## config.mk

```make
export PLATFORM = sky130hd
export DESIGN_NAME = double_precision_shift_flags
export DESIGN_NICKNAME = d
export VERILOG_FILES = /design/src/rtl/dpsf_pkg.sv /design/src/rtl/double_precision_shift_flags.sv
export SDC_FILE = /design/constraint.sdc
export NUM_CORES = 1
export LEC_CHECK = 0
export ABC_AREA = 1
export BUFFER_PORTS_ARGS = -buffer_cell sky130_fd_sc_hd__buf_2
export CORE_MARGIN = 2
export CORE_UTILIZATION = 45
export CTS_BUF_LIST = sky130_fd_sc_hd__clkbuf_4 sky130_fd_sc_hd__clkbuf_8 sky130_fd_sc_hd__clkbuf_16
export CTS_CLUSTER_SIZE = 16
export DETAILED_ROUTE_END_ITERATION = 8
export PLACE_DENSITY = 0.74
export SLEW_MARGIN = 5
export SYNTH_ARGS = -nofsm -noshare
export SYNTH_HDL_FRONTEND = slang
export SYNTH_SLANG_ARGS = --single-unit
```

## constraint.sdc

```tcl
create_clock -name clk -period 8.4 [get_ports clk]
set_clock_uncertainty 0.2 [all_clocks]
set_input_delay 0.84 -clock clk [delete_from_list [all_inputs] [get_ports clk]]
set_output_delay 0.84 -clock clk [all_outputs]
set_load 0.02 [all_outputs]
```

## src/rtl/dpsf_pkg.sv

```systemverilog
// ----------------------------------------------------------------------------
// Double shift flags package
// Shared types, flag positions and helper functions for the SHLD/SHRD unit.
// ----------------------------------------------------------------------------
package dpsf_pkg;

    localparam int unsigned DataWidth  = 32;
    localparam int unsigned HalfWidth  = 16;
    localparam int unsigned CountWidth = 5;
    localparam int unsigned RawCount   = 8;
    localparam int unsigned ParityBits = 8;

    // Flag bit positions in the EFLAGS word.
    localparam int unsigned FlagCf = 0;
    localparam int unsigned FlagPf = 2;
    localparam int unsigned FlagAf = 4;
    localparam int unsigned FlagZf = 6;
    localparam int unsigned FlagSf = 7;
    localparam int unsigned FlagOf = 11;

    // Operand word after preparation, waiting for the funnel shift.
    typedef struct packed {
        logic                    skip;
        logic                    defined;
        logic                    left;
        logic                    wide;
        logic [CountWidth-1:0]   nm1;
        logic [2*DataWidth-1:0]  word;
        logic [DataWidth-1:0]    flags;
    } shift_stage_t;

    // Shifted result with the flags that need the pre-shift view.
    typedef struct packed {
        logic                    skip;
        logic                    defined;
        logic [DataWidth-1:0]    result;
        logic                    cf;
        logic                    sf;
        logic                    of;
        logic [DataWidth-1:0]    flags;
    } flag_stage_t;

    function automatic logic [DataWidth-1:0] rev32(input logic [DataWidth-1:0] v);
        logic [DataWidth-1:0] r;
        for (int i = 0; i < DataWidth; i++)
        begin
            r[i] = v[DataWidth-1-i];
        end
        return r;
    endfunction

    // Bit reversal within the operand size; upper half is zero for 16-bit.
    function automatic logic [DataWidth-1:0] rev_op(input logic [DataWidth-1:0] v,
                                                    input logic wide);
        logic [DataWidth-1:0] r;
        r = rev32(v);
        return wide ? r : {{HalfWidth{1'b0}}, r[DataWidth-1:HalfWidth]};
    endfunction

    // Left shifts are done as right shifts on bit-reversed operands.
    function automatic logic [DataWidth-1:0] prep_op(input logic [DataWidth-1:0] v,
                                                     input logic left,
                                                     input logic wide);
        logic [DataWidth-1:0] m;
        m = wide ? v : {{HalfWidth{1'b0}}, v[HalfWidth-1:0]};
        return left ? rev_op(v, wide) : m;
    endfunction

endpackage

```

## src/rtl/double_precision_shift_flags.sv

```systemverilog
// ----------------------------------------------------------------------------
// Double precision shift with flags
// Executes one SHLD or SHRD per request and updates the arithmetic flags.
// ----------------------------------------------------------------------------
// A request is taken on the req channel when req_valid is high and req_stall
// is low; its result is handed over on the res channel when res_valid is high
// and res_stall is low. Each request yields exactly one result.
// The datapath has four register stages: operand preparation, coarse funnel
// shift, fine funnel shift with carry and overflow, and flag assembly into
// the output register. A new request can be taken every cycle while req_stall
// is low, so throughput is one per cycle.
// When the receiver holds res_stall, each stage keeps moving as long as the
// stage after it is empty or moving, so bubbles are squeezed out; once all
// four stages are full, req_stall rises in the same cycle.
// Reset clears every stage valid bit; the pipeline is empty afterwards and
// req_stall is low.
// A zero count, or a count above 16 with 16-bit operands, writes nothing:
// written is low, shifted_result is zero and flags_out equals flags_in.
// ----------------------------------------------------------------------------
module double_precision_shift_flags
(
    input  logic                                 clk,
    input  logic                                 rst_n,
    input  logic                                 req_valid,
    output logic                                 req_stall,
    input  logic                                 shift_left,
    input  logic [dpsf_pkg::DataWidth-1:0]       dest_value,
    input  logic [dpsf_pkg::DataWidth-1:0]       fill_value,
    input  logic [dpsf_pkg::RawCount-1:0]        shift_count,
    input  logic                                 operand_size,
    input  logic [dpsf_pkg::DataWidth-1:0]       flags_in,
    output logic                                 res_valid,
    input  logic                                 res_stall,
    output logic [dpsf_pkg::DataWidth-1:0]       shifted_result,
    output logic [dpsf_pkg::DataWidth-1:0]       flags_out,
    output logic                                 written,
    output logic                                 count_defined
);

    logic v1_reg, v2_reg, v3_reg, v4_reg;
    logic rdy1, rdy2, rdy3, rdy4;

    dpsf_pkg::shift_stage_t s1_reg, s1_next;
    dpsf_pkg::shift_stage_t s2_reg, s2_next;
    dpsf_pkg::flag_stage_t  s3_reg, s3_next;

    logic [dpsf_pkg::DataWidth-1:0] result_reg, result_next;
    logic [dpsf_pkg::DataWidth-1:0] flags_reg, flags_next;
    logic                           written_reg, written_next;
    logic                           defined_reg, defined_next;

    // A stage may load when it is empty or its content moves on.
    assign rdy4 = !v4_reg || !res_stall;
    assign rdy3 = !v3_reg || rdy4;
    assign rdy2 = !v2_reg || rdy3;
    assign rdy1 = !v1_reg || rdy2;
    assign req_stall = !rdy1;

    // Stage 1: decode the count and line up the 64-bit funnel word.
    always_comb
    begin
        logic [dpsf_pkg::CountWidth-1:0] n;
        logic [dpsf_pkg::DataWidth-1:0]  d_op;
        logic [dpsf_pkg::DataWidth-1:0]  s_op;
        n = shift_count[dpsf_pkg::CountWidth-1:0];
        d_op = dpsf_pkg::prep_op(dest_value, shift_left, operand_size);
        s_op = dpsf_pkg::prep_op(fill_value, shift_left, operand_size);
        s1_next.left    = shift_left;
        s1_next.wide    = operand_size;
        s1_next.defined = operand_size || (n <= dpsf_pkg::CountWidth'(dpsf_pkg::HalfWidth));
        s1_next.skip    = (n == '0) || !s1_next.defined;
        s1_next.nm1     = n - dpsf_pkg::CountWidth'(1);
        s1_next.flags   = flags_in;
        if (operand_size)
        begin
            s1_next.word = {s_op, d_op};
        end
        else
        begin
            s1_next.word = {{dpsf_pkg::DataWidth{1'b0}},
                            s_op[dpsf_pkg::HalfWidth-1:0], d_op[dpsf_pkg::HalfWidth-1:0]};
        end
    end

    // Stage 2: coarse shift by multiples of four.
    always_comb
    begin
        s2_next      = s1_reg;
        s2_next.word = s1_reg.word >> {s1_reg.nm1[dpsf_pkg::CountWidth-1:2], 2'b00};
    end

    // Stage 3: fine shift. The word now sits one step before the final count,
    // so bit 0 is the last bit shifted out and the low window is the previous value.
    always_comb
    begin
        logic [2*dpsf_pkg::DataWidth-1:0] y;
        logic [dpsf_pkg::DataWidth-1:0]   r_raw;
        logic [dpsf_pkg::DataWidth-1:0]   p_raw;
        logic [dpsf_pkg::DataWidth-1:0]   r;
        logic [dpsf_pkg::DataWidth-1:0]   p;
        y = s2_reg.word >> s2_reg.nm1[1:0];
        if (s2_reg.wide)
        begin
            r_raw = y[dpsf_pkg::DataWidth:1];
            p_raw = y[dpsf_pkg::DataWidth-1:0];
        end
        else
        begin
            r_raw = {{dpsf_pkg::HalfWidth{1'b0}}, y[dpsf_pkg::HalfWidth:1]};
            p_raw = {{dpsf_pkg::HalfWidth{1'b0}}, y[dpsf_pkg::HalfWidth-1:0]};
        end
        r = s2_reg.left ? dpsf_pkg::rev_op(r_raw, s2_reg.wide) : r_raw;
        p = s2_reg.left ? dpsf_pkg::rev_op(p_raw, s2_reg.wide) : p_raw;
        s3_next.skip    = s2_reg.skip;
        s3_next.defined = s2_reg.defined;
        s3_next.flags   = s2_reg.flags;
        s3_next.result  = r;
        s3_next.cf      = s2_reg.left ? (s2_reg.wide ? p[dpsf_pkg::DataWidth-1]
                                                     : p[dpsf_pkg::HalfWidth-1])
                                      : y[0];
        s3_next.sf      = s2_reg.wide ? r[dpsf_pkg::DataWidth-1] : r[dpsf_pkg::HalfWidth-1];
        s3_next.of      = s2_reg.wide ? (r[dpsf_pkg::DataWidth-1] ^ p[dpsf_pkg::DataWidth-1])
                                      : (r[dpsf_pkg::HalfWidth-1] ^ p[dpsf_pkg::HalfWidth-1]);
    end

    // Stage 4: zero and parity, then merge into the flag word.
    always_comb
    begin
        logic [dpsf_pkg::DataWidth-1:0] f;
        f = s3_reg.flags;
        f[dpsf_pkg::FlagCf] = s3_reg.cf;
        f[dpsf_pkg::FlagSf] = s3_reg.sf;
        f[dpsf_pkg::FlagZf] = (s3_reg.result == '0);
        f[dpsf_pkg::FlagPf] = ~^s3_reg.result[dpsf_pkg::ParityBits-1:0];
        f[dpsf_pkg::FlagAf] = 1'b1;
        f[dpsf_pkg::FlagOf] = s3_reg.of;
        defined_next = s3_reg.defined;
        written_next = !s3_reg.skip;
        result_next  = s3_reg.skip ? '0 : s3_reg.result;
        flags_next   = s3_reg.skip ? s3_reg.flags : f;
    end

    always_ff @(posedge clk or negedge rst_n)
    begin
        if (!rst_n)
        begin
            v1_reg <= 1'b0;
            v2_reg <= 1'b0;
            v3_reg <= 1'b0;
            v4_reg <= 1'b0;
        end
        else
        begin
            if (rdy1)
            begin
                v1_reg <= req_valid;
            end
            if (rdy2)
            begin
                v2_reg <= v1_reg;
            end
            if (rdy3)
            begin
                v3_reg <= v2_reg;
            end
            if (rdy4)
            begin
                v4_reg <= v3_reg;
            end
        end
    end

    always_ff @(posedge clk)
    begin
        if (rdy1 && req_valid)
        begin
            s1_reg <= s1_next;
        end
        if (rdy2 && v1_reg)
        begin
            s2_reg <= s2_next;
        end
        if (rdy3 && v2_reg)
        begin
            s3_reg <= s3_next;
        end
        if (rdy4 && v3_reg)
        begin
            result_reg  <= result_next;
            flags_reg   <= flags_next;
            written_reg <= written_next;
            defined_reg <= defined_next;
        end
    end

    assign res_valid      = v4_reg;
    assign shifted_result = result_reg;
    assign flags_out      = flags_reg;
    assign written        = written_reg;
    assign count_defined  = defined_reg;

    // An undefined count never writes.
    a_undef_no_write: assert property (@(posedge clk) disable iff (!rst_n)
        res_valid && !count_defined |-> !written)
        else $error("undefined count produced a write");

    // A written result always sets AF and reports ZF from the result itself.
    a_written_flags: assert property (@(posedge clk) disable iff (!rst_n)
        res_valid && written |-> flags_out[dpsf_pkg::FlagAf]
                                 && (flags_out[dpsf_pkg::FlagZf] == (shifted_result == '0)))
        else $error("AF or ZF inconsistent with written result");

    // Nothing written means a zero result.
    a_skip_zero: assert property (@(posedge clk) disable iff (!rst_n)
        res_valid && !written |-> shifted_result == '0)
        else $error("non-zero result without a write");

    // With the output stage empty the pipeline can always take a request.
    a_empty_ready: assert property (@(posedge clk) disable iff (!rst_n)
        !res_valid |-> !req_stall)
        else $error("request stalled while output stage is empty");

endmodule
```

# [Yosys cells after proc, flatten, opt, wreduce, memory -nomap -nowiden]
# Cells that the tools add are included.
[classes] shifts=2 add_sub_neg=1 reduce_logical=21 bitwise=2 order_cmp=1 n_mux=18
[op_table] operator="32-bit two-way mux" count=13
[op_table] operator="64-bit by 2-bit >> shifter with 33-bit output" count=1
[op_table] operator="64-bit by 5-bit >> shifter with 64-bit output" count=1
[op_table] operator="32-bit zero test" count=1
[op_table] operator="12-bit two-way mux" count=1
[op_table] operator="1-bit zero test" count=8
[op_table] operator="8-bit XNOR reduction" count=1
[op_table] operator="1-bit logical OR" count=6
[op_table] operator="5-bit less-or-equal comparator (second input constant)" count=1
[op_table] operator="5-bit zero test" count=1
[op_table] operator="5-bit by 1-bit subtractor with 5-bit output (second input constant)" count=1
[op_table] operator="1-bit logical AND" count=4
[op_table] operator="1-bit two-way mux" count=4
[op_table] operator="1-bit XOR" count=2
[word_totals] output_inout_bits=68 input_bits=110 register_bits=346 wordCells=76

# [Depth between registers and ports, before layout]
# Gate-level depths: netlist (run 1).
[logic_depth] word_depth=6 mapped_depth=12 mapped_depth_nobuf=11

# [Worst setup path before layout (run 1)]
# No wires, ideal clock.
[synth_path] path_type="input -> register" startpoint="in res_stall" endpoint="reg s1_reg[0] (netlist bit), enable pin" setup_slack_ps=2004 n_path_buf=0 t_arrival_ps=5626 path_stages=7 required_ps=7630 setup_ps=570 path_cell_list="nand2_1 -> nor2_1 -> inv_1 -> nor2_1 -> inv_1 -> nor2_1 -> nor2_1"
[synth_via] elab_chain_len=6
[synth_rtl] element="start, declared" line_no="double_precision_shift_flags.sv:33" source="input logic res_stall,"
[synth_rtl] element="1-bit zero test" line_no="double_precision_shift_flags.sv:53" source="assign rdy4 = !v4_reg || !res_stall;"
[synth_rtl] element="1-bit logical OR" line_no="double_precision_shift_flags.sv:53"
[synth_rtl] element="1-bit logical OR" line_no="double_precision_shift_flags.sv:54" source="assign rdy3 = !v3_reg || rdy4;"
[synth_rtl] element="1-bit logical OR" line_no="double_precision_shift_flags.sv:55" source="assign rdy2 = !v2_reg || rdy3;"
[synth_rtl] element="1-bit logical OR" line_no="double_precision_shift_flags.sv:56" source="assign rdy1 = !v1_reg || rdy2;"
[synth_rtl] element="1-bit logical AND" line_no="double_precision_shift_flags.sv:175" source="if (rdy1 && req_valid)"
[synth_rtl] element="end signal, assigned" line_no="double_precision_shift_flags.sv:177" source="s1_reg <= s1_next;"
[synth_rtl] element="end, declared" line_no="double_precision_shift_flags.sv:43" source="dpsf_pkg::shift_stage_t s1_reg, s1_next;"
# Every way passes these cells.
# A chain may end at the register's enable or synchronous reset.

==> results.yml, run 1 <==
run_status:
  status: "complete, no violations"
clocking:
  post-cts-setup-buffer-count: 0
  cts_buffer_depth: 3
  cts_hold_buffers: 1
  clk_latency_ns: 0.50
  htreeDepth: 2
  cts_tree: "built"
  cts_buffers: 34
  numClockSinks: 318
  cts_root_buf: "clkbuf_16"
  clk_pin_slew_ns: 0.06
  cts.repair.resized: 0
synthesis:
  ys_types: 36
  synth_area_sq_um: 14300
  syn_nets: 1428
  yosysWarningCount: 0
  async_flop_share_pct: 1.26
  syn_avg_cell_area_sq_um: 10.9
  synth_edf_count: 314
  synthMostInstantiatedCell: "edfxtp_1"
  yosys-top-cells-area: "edfxtp_1, nand2_1, o21ai_0"
  ys_ff_latch: 318
  yosysTopAreaCellShare_pct: 65.9
  syn-instance-count: 1313
  seq_area_frac_synth_pct: 66.6
  synth_common_cells: "edfxtp_1, nand2_1, o21ai_0"
  yosys.area.top_type: "edfxtp_1"
  synthFlopType: "edfxtp_1"
route:
  wl_microns: 28700
  ant_nets: 0
  drc: 0
  dr.pass1.iters: 6
  routedWlPerCell_microns: 15.3
  drt-vias-per-instance: 5.17
  num_vias: 9697
  drt_iter0_drc: 593
power_and_ir_drop:
  ir_drop_mv: 0.122
  pwr_density_cell_nw_per_um2: 248
  p_leak_nw: 6.60
worst_setup_path:
  cp.depth: 2
  r2r_start: "s1_reg[100]"
  start_kind: "flip-flop"
  worst-path-buf-inv: 1
  worstPathRequired_ns: 8.45
  cp_top_family: "buffers and inverters"
  cp_max_fo: 43
  cp.arrival_ns: 3.28
  cp_slowest_stage_delay_ns: 1.14
  critPathLaunch: "s1_reg[100]"
  cp-end-kind: "flip-flop"
  r2r-end: "s2_reg[41]"
  setup.worst_path.class: "reg2reg"
  rrSetupSlack_ns: 5.17
  reg2reg_depth: 2
  slowest_stage: "clkinv_1"
  worstPathCellList: "clkinv_1, o21ai_0"
worst_hold_path:
  hold_depth: 0
  hold_class: "reg2reg"
  hold_path_end: "flags_out[12]"
  min_from: "s3_reg[12]"
cells_and_area:
  final_nets: 1567
  drive_gt1_share_pct: 17.7
  largest_reg_flops: 105
  stdcell_area_sq_um: 16400
  area_growth_pct: 14.6
  n_antenna_cell: 0
floorplan:
  die_area_sq_um: 33200
  fp.dieW_microns: 182
  ios: 178
  coreArea_sq_um: 31400
  die_h_microns: 182
  num_rows: 65
  start_util_pct: 45.6
grt:
  grtUsageTotal_pct: 17.1
  grt_max_degree: 99
  grt_antenna_before_repair: 0
  globalRouteOverflowTotal: 0
  grt_pass1_wl_microns: 44900
  grt_pass1_vias: 8775
placement:
  placed_area_sq_um: 15400
  dp_hpwl_microns: 20500
  finalWeightedCongestion: 0.898
  io_buffer_count: 174
timing:
  worst_slew_pin_slew_ns: 1.09
  slew_viol_final: 0
  setup_violations: 0
  fin_crit_ns: 3.23
  hold_viol_final: 0
  rsz0062_at_grt: "false"
  fin_setup_tns_ns: 0
  final.period_utilization_pct: 38.4
  max_clock_freq_mhz: 310
  slew_headroom_pct: 26.6
flow_run:
  cap_violations: 0
## metal layers
| metal | GRT usage, % | wire (microns) | vias up | part of all wire [%] |
|---|---|---|---|---|
| met5 | 0 | 0 | - | 0 |
| met4 | 5.97 | 880 | 0 | 3.1 |
| met3 | 2.67 | 1750 | 55 | 6.1 |
| met2 | 26.8 | 13100 | 349 | 46 |
| met1 | 24.4 | 12900 | 4414 | 45 |
| li1 | - | - | 4879 | - |
## worst register-to-register path, cell delays in order, from the launching register on
cell and delay, ns:
edfxtp_1 0.93, clkinv_1 1.15, o21ai_0 0.70
## stage by stage
stage               cells  utilization (%)  hold slack, ns  worst slack, ns  power (W)
floorplan            1313                -           0.200             2.00    0.00256
global placement     1817             48.9           0.201             4.84    0.00273
detailed placement   1817             48.9           0.205             4.78    0.00275
CTS                  1874             52.2           0.212             5.27    0.00411
global route         1874             52.2           0.221             4.92    0.00426
finish               1874             52.2           0.214             5.17    0.00407
## cell type report
cell class,instances,area (sq um)
fillers,2711,15000
flip-flops and latches,318,9530
multi-input cells,824,4040
repair buffers,187,971
clock buffers,41,921
well taps,402,503
inverters,87,332
clock inverters,15,100
## cells by family after synthesis
kind of cell	Yosys count	synth area share, %
AO/OA/AOI/OAI	263	9.76
adder cells (fa/ha/maj)	5	0.437
XOR/XNOR	5	0.306
AND/OR/NAND/NOR	526	15.8
multiplexers	25	1.75
buffers and inverters	171	5.34
flip-flops	318	66.6
## power by group
part / total [W] / switching (W) / internal (W)
Sequential: 0.00209 / 0.0000791 / 0.00201
Combinational: 0.000631 / 0.000434 / 0.000197
Clock: 0.00136 / 0.000571 / 0.000784
Total: 0.00407 / 0.00108 / 0.00299
## layout by cell type, fill, tap and decap left out, drive strengths merged, types with 10 or more instances in the layout
master / count
edfxtp: 314
nand2: 305
buf: 186
o21ai: 181
nand3: 109
inv: 88
nor2: 74
a21oi: 41
clkbuf: 41
mux2i: 25
o22ai: 24
or2: 24
clkinv: 14
a22oi: 10
## worst max path at each step
stage                       endpoint  slack (ns)
after floorplan            s1_reg[0]        2.00
after global placement    s1_reg[21]        4.84
after detailed placement  s1_reg[13]        4.78
after CTS                 s2_reg[41]        5.27
after global routing      s2_reg[60]        4.92
final                     s2_reg[41]        5.17
Note: power is estimated with default switching activity, not from simulation.
==> run 2: changes to the inputs <==
Settings changed: ABC_AREA 1 to 0.
Clock period 8.4 ns to 3.3 ns, I/O delays scaled along.
==> run 2 against run 1 <==
  * Synthesized area barely moved
  * Hold slack lost 0.21 ns
  * Non-clock buffer count grew 68
  * Core utilization is 2.9 points higher
  * Global-route usage shrank 0.67 points
  * Register-to-register slack lost 4.4 ns
  * Maximum frequency increased by 28%
  * Critical path type unchanged
  * Largest cell class unchanged
==> results.yml, run 2 <==
power_and_ir_drop:
  p_leak_nw: 6.66
  ir_drop_mv: 0.298
  pwr_density_cell_nw_per_um2: 623
worst_hold_path:
  hold_class: "in2reg"
route:
  drt_iter0_drc: 481
  wl_microns: 27500
  drc: 0
  dr.pass1.iters: 5
  drt-vias-per-instance: 5.17
  ant_nets: 0
  num_vias: 8383
  routedWlPerCell_microns: 17.0
synthesis:
  syn_nets: 1080
  yosysTopAreaCellShare_pct: 65.9
  synth_common_cells: "edfxtp_1, mux2i_1, nand2_1"
  seq_area_frac_synth_pct: 66.6
  synthFlopType: "edfxtp_1"
  yosys.area.top_type: "edfxtp_1"
  yosys.area_share.simple_pct: 8.22
  syn-instance-count: 965
  yosys-top-cells-area: "edfxtp_1, mux2i_1, mux4_2"
  synth_edf_count: 314
  yosysWarningCount: 0
  syn_avg_cell_area_sq_um: 14.8
  synth_compound_area_share_pct: 4.63
  async_flop_share_pct: 1.26
  ys_types: 42
  synth_area_sq_um: 14300
  synth_xor_area_share_pct: 0.551
  synth_fa_ha_area_share_pct: 0.438
  ys_ff_latch: 318
  muxShareOfSynthArea_pct: 17.1
  synthMostInstantiatedCell: "edfxtp_1"
  synth_top_family_by_area: "multiplexers"
timing:
  rsz0062_at_grt: "false"
  fin_ws_ns: 0.772
  max_clock_freq_mhz: 396
  fin_crit_ns: 2.53
  worst_slew_pin_slew_ns: 1.03
  fin_setup_tns_ns: 0
  slew_headroom_pct: 31.3
  hold_viol_final: 0
  setup_violations: 0
  final.period_utilization_pct: 76.6
  slew_viol_final: 0
clocking:
  clk_latency_ns: 0.52
  cts_buffer_depth: 3
  htreeDepth: 2
  cts_root_buf: "clkbuf_16"
  post-cts-setup-buffer-count: 0
  cts_tree: "built"
  cts.repair.resized: 0
  clk_pin_slew_ns: 0.06
  cts_buffers: 34
  numClockSinks: 318
  cts_hold_buffers: 58
cells_and_area:
  largest_reg_flops: 105
  stdcell_area_sq_um: 17300
  layout_commonest_cell: "edfxtp_1"
  final_cell_mix: "edfxtp_1, buf_2, mux2i_1"
  final_nets: 1308
  multi_input_area_sq_um: 4440
  regArea_sq_um: 9530
  area_growth_pct: 21.1
  drive_gt1_share_pct: 26.4
  fillers: 2495
floorplan:
  start_util_pct: 45.5
  fp.dieW_microns: 182
  coreArea_sq_um: 31400
  die_h_microns: 182
  die_area_sq_um: 33200
  num_rows: 65
  ios: 178
worst_setup_path:
  worstPathRequired_ns: 3.34
  cp.arrival_ns: 2.57
  cp-end-kind: "flip-flop"
  cp_max_fo: 20
  setup.worst_path.class: "reg2reg"
  start_kind: "flip-flop"
run_status:
  status: "complete, no violations"
grt:
  grt_pass1_vias: 7994
  grt_max_degree: 64
  grt_antenna_before_repair: 1
  globalRouteOverflowTotal: 0
  grtUsageTotal_pct: 16.4
  grt_pass1_wl_microns: 42800
placement:
  placed_area_sq_um: 15600
  dp_hpwl_microns: 19100
  io_buffer_count: 174
  finalWeightedCongestion: 0.856
  place_ws_ns: 0.779
flow_run:
  cap_violations: 0
==> run 2: layout make-up <==
| cell class | instances | share of cell area, % |
|---|---|---|
| diodes | 1 | 0.0144 |
| clock inverters | 20 | 1.19 |
| inverters | 16 | 0.347 |
| multi-input cells | 568 | 25.7 |
| clock buffers | 40 | 5.17 |
| well taps | 402 | 2.90 |
| flip-flops and latches | 318 | 55.0 |
| repair buffers | 255 | 9.68 |
==> run 2: cell families (layout without fill, tap and decap cells) <==
kind of cell             count (synthesis)  count (layout)
AND/OR/NAND/NOR                        254             254
other                                    0               1
multiplexers                           180             180
flip-flops                             318             318
XOR/XNOR                                 9               9
buffers and inverters                   79             331
adder cells (fa/ha/maj)                  5               5
AO/OA/AOI/OAI                          120             120
==> run 2: final timing paths <==
kind                            depth (start not counted)      startpoint          end  slack (ns)
worst max-delay path                                    6      s2_reg[97]   s3_reg[32]        0.77
worst max register to register                          6      s2_reg[97]   s3_reg[32]        0.77
worst min-delay path                                    3  fill_value[23]   s1_reg[72]       0.009
worst min register to register                          0     s1_reg[101]  s2_reg[101]        0.21
min in group asynchronous                               3           rst_n       v2_reg        0.50
max in group asynchronous                               3           rst_n       v1_reg        2.22
==> run 2: per-stage QoR <==
| stage | cells | total power (W) | hold slack (ns) | utilization [%] |
|---|---|---|---|---|
| global placement | 1501 | 0.00705 | -0.0620 | 49.8 |
| floorplan | 965 | 0.00655 | -0.166 | - |
| detailed placement | 1501 | 0.00711 | -0.0610 | 49.8 |
| global route | 1620 | 0.0112 | 0.0141 | 55.2 |
| CTS | 1619 | 0.0109 | 0.000289 | 55.2 |
| finish | 1620 | 0.0108 | 0.00898 | 55.2 |
==> run 2: critical path: stages, from the launching register on <==
cell	delay [ns]
edfxtp_1	0.79
buf_4	0.38
nand2b_1	0.14
o22ai_1	0.13
or3_1	0.38
a31oi_1	0.18
a21oi_1	0.06
==> run 2: where the power goes <==
| group | internal (W) | switching, W | leakage, nW |
|---|---|---|---|
| combinational | 0.000738 | 0.00100 | 3.01 |
| clock | 0.00220 | 0.00150 | 0.543 |
| sequential | 0.00510 | 0.000234 | 3.11 |
==> run 2: layer usage <==
metal,vias up,share of wire (%),track usage [%],routed length [microns]
met1,3973,46,23.3,12600
li1,4094,-,-,-
met4,0,2.1,4.39,570
met5,-,0,0,0
met3,43,5.3,2.71,1460
met2,273,47,26.5,12900
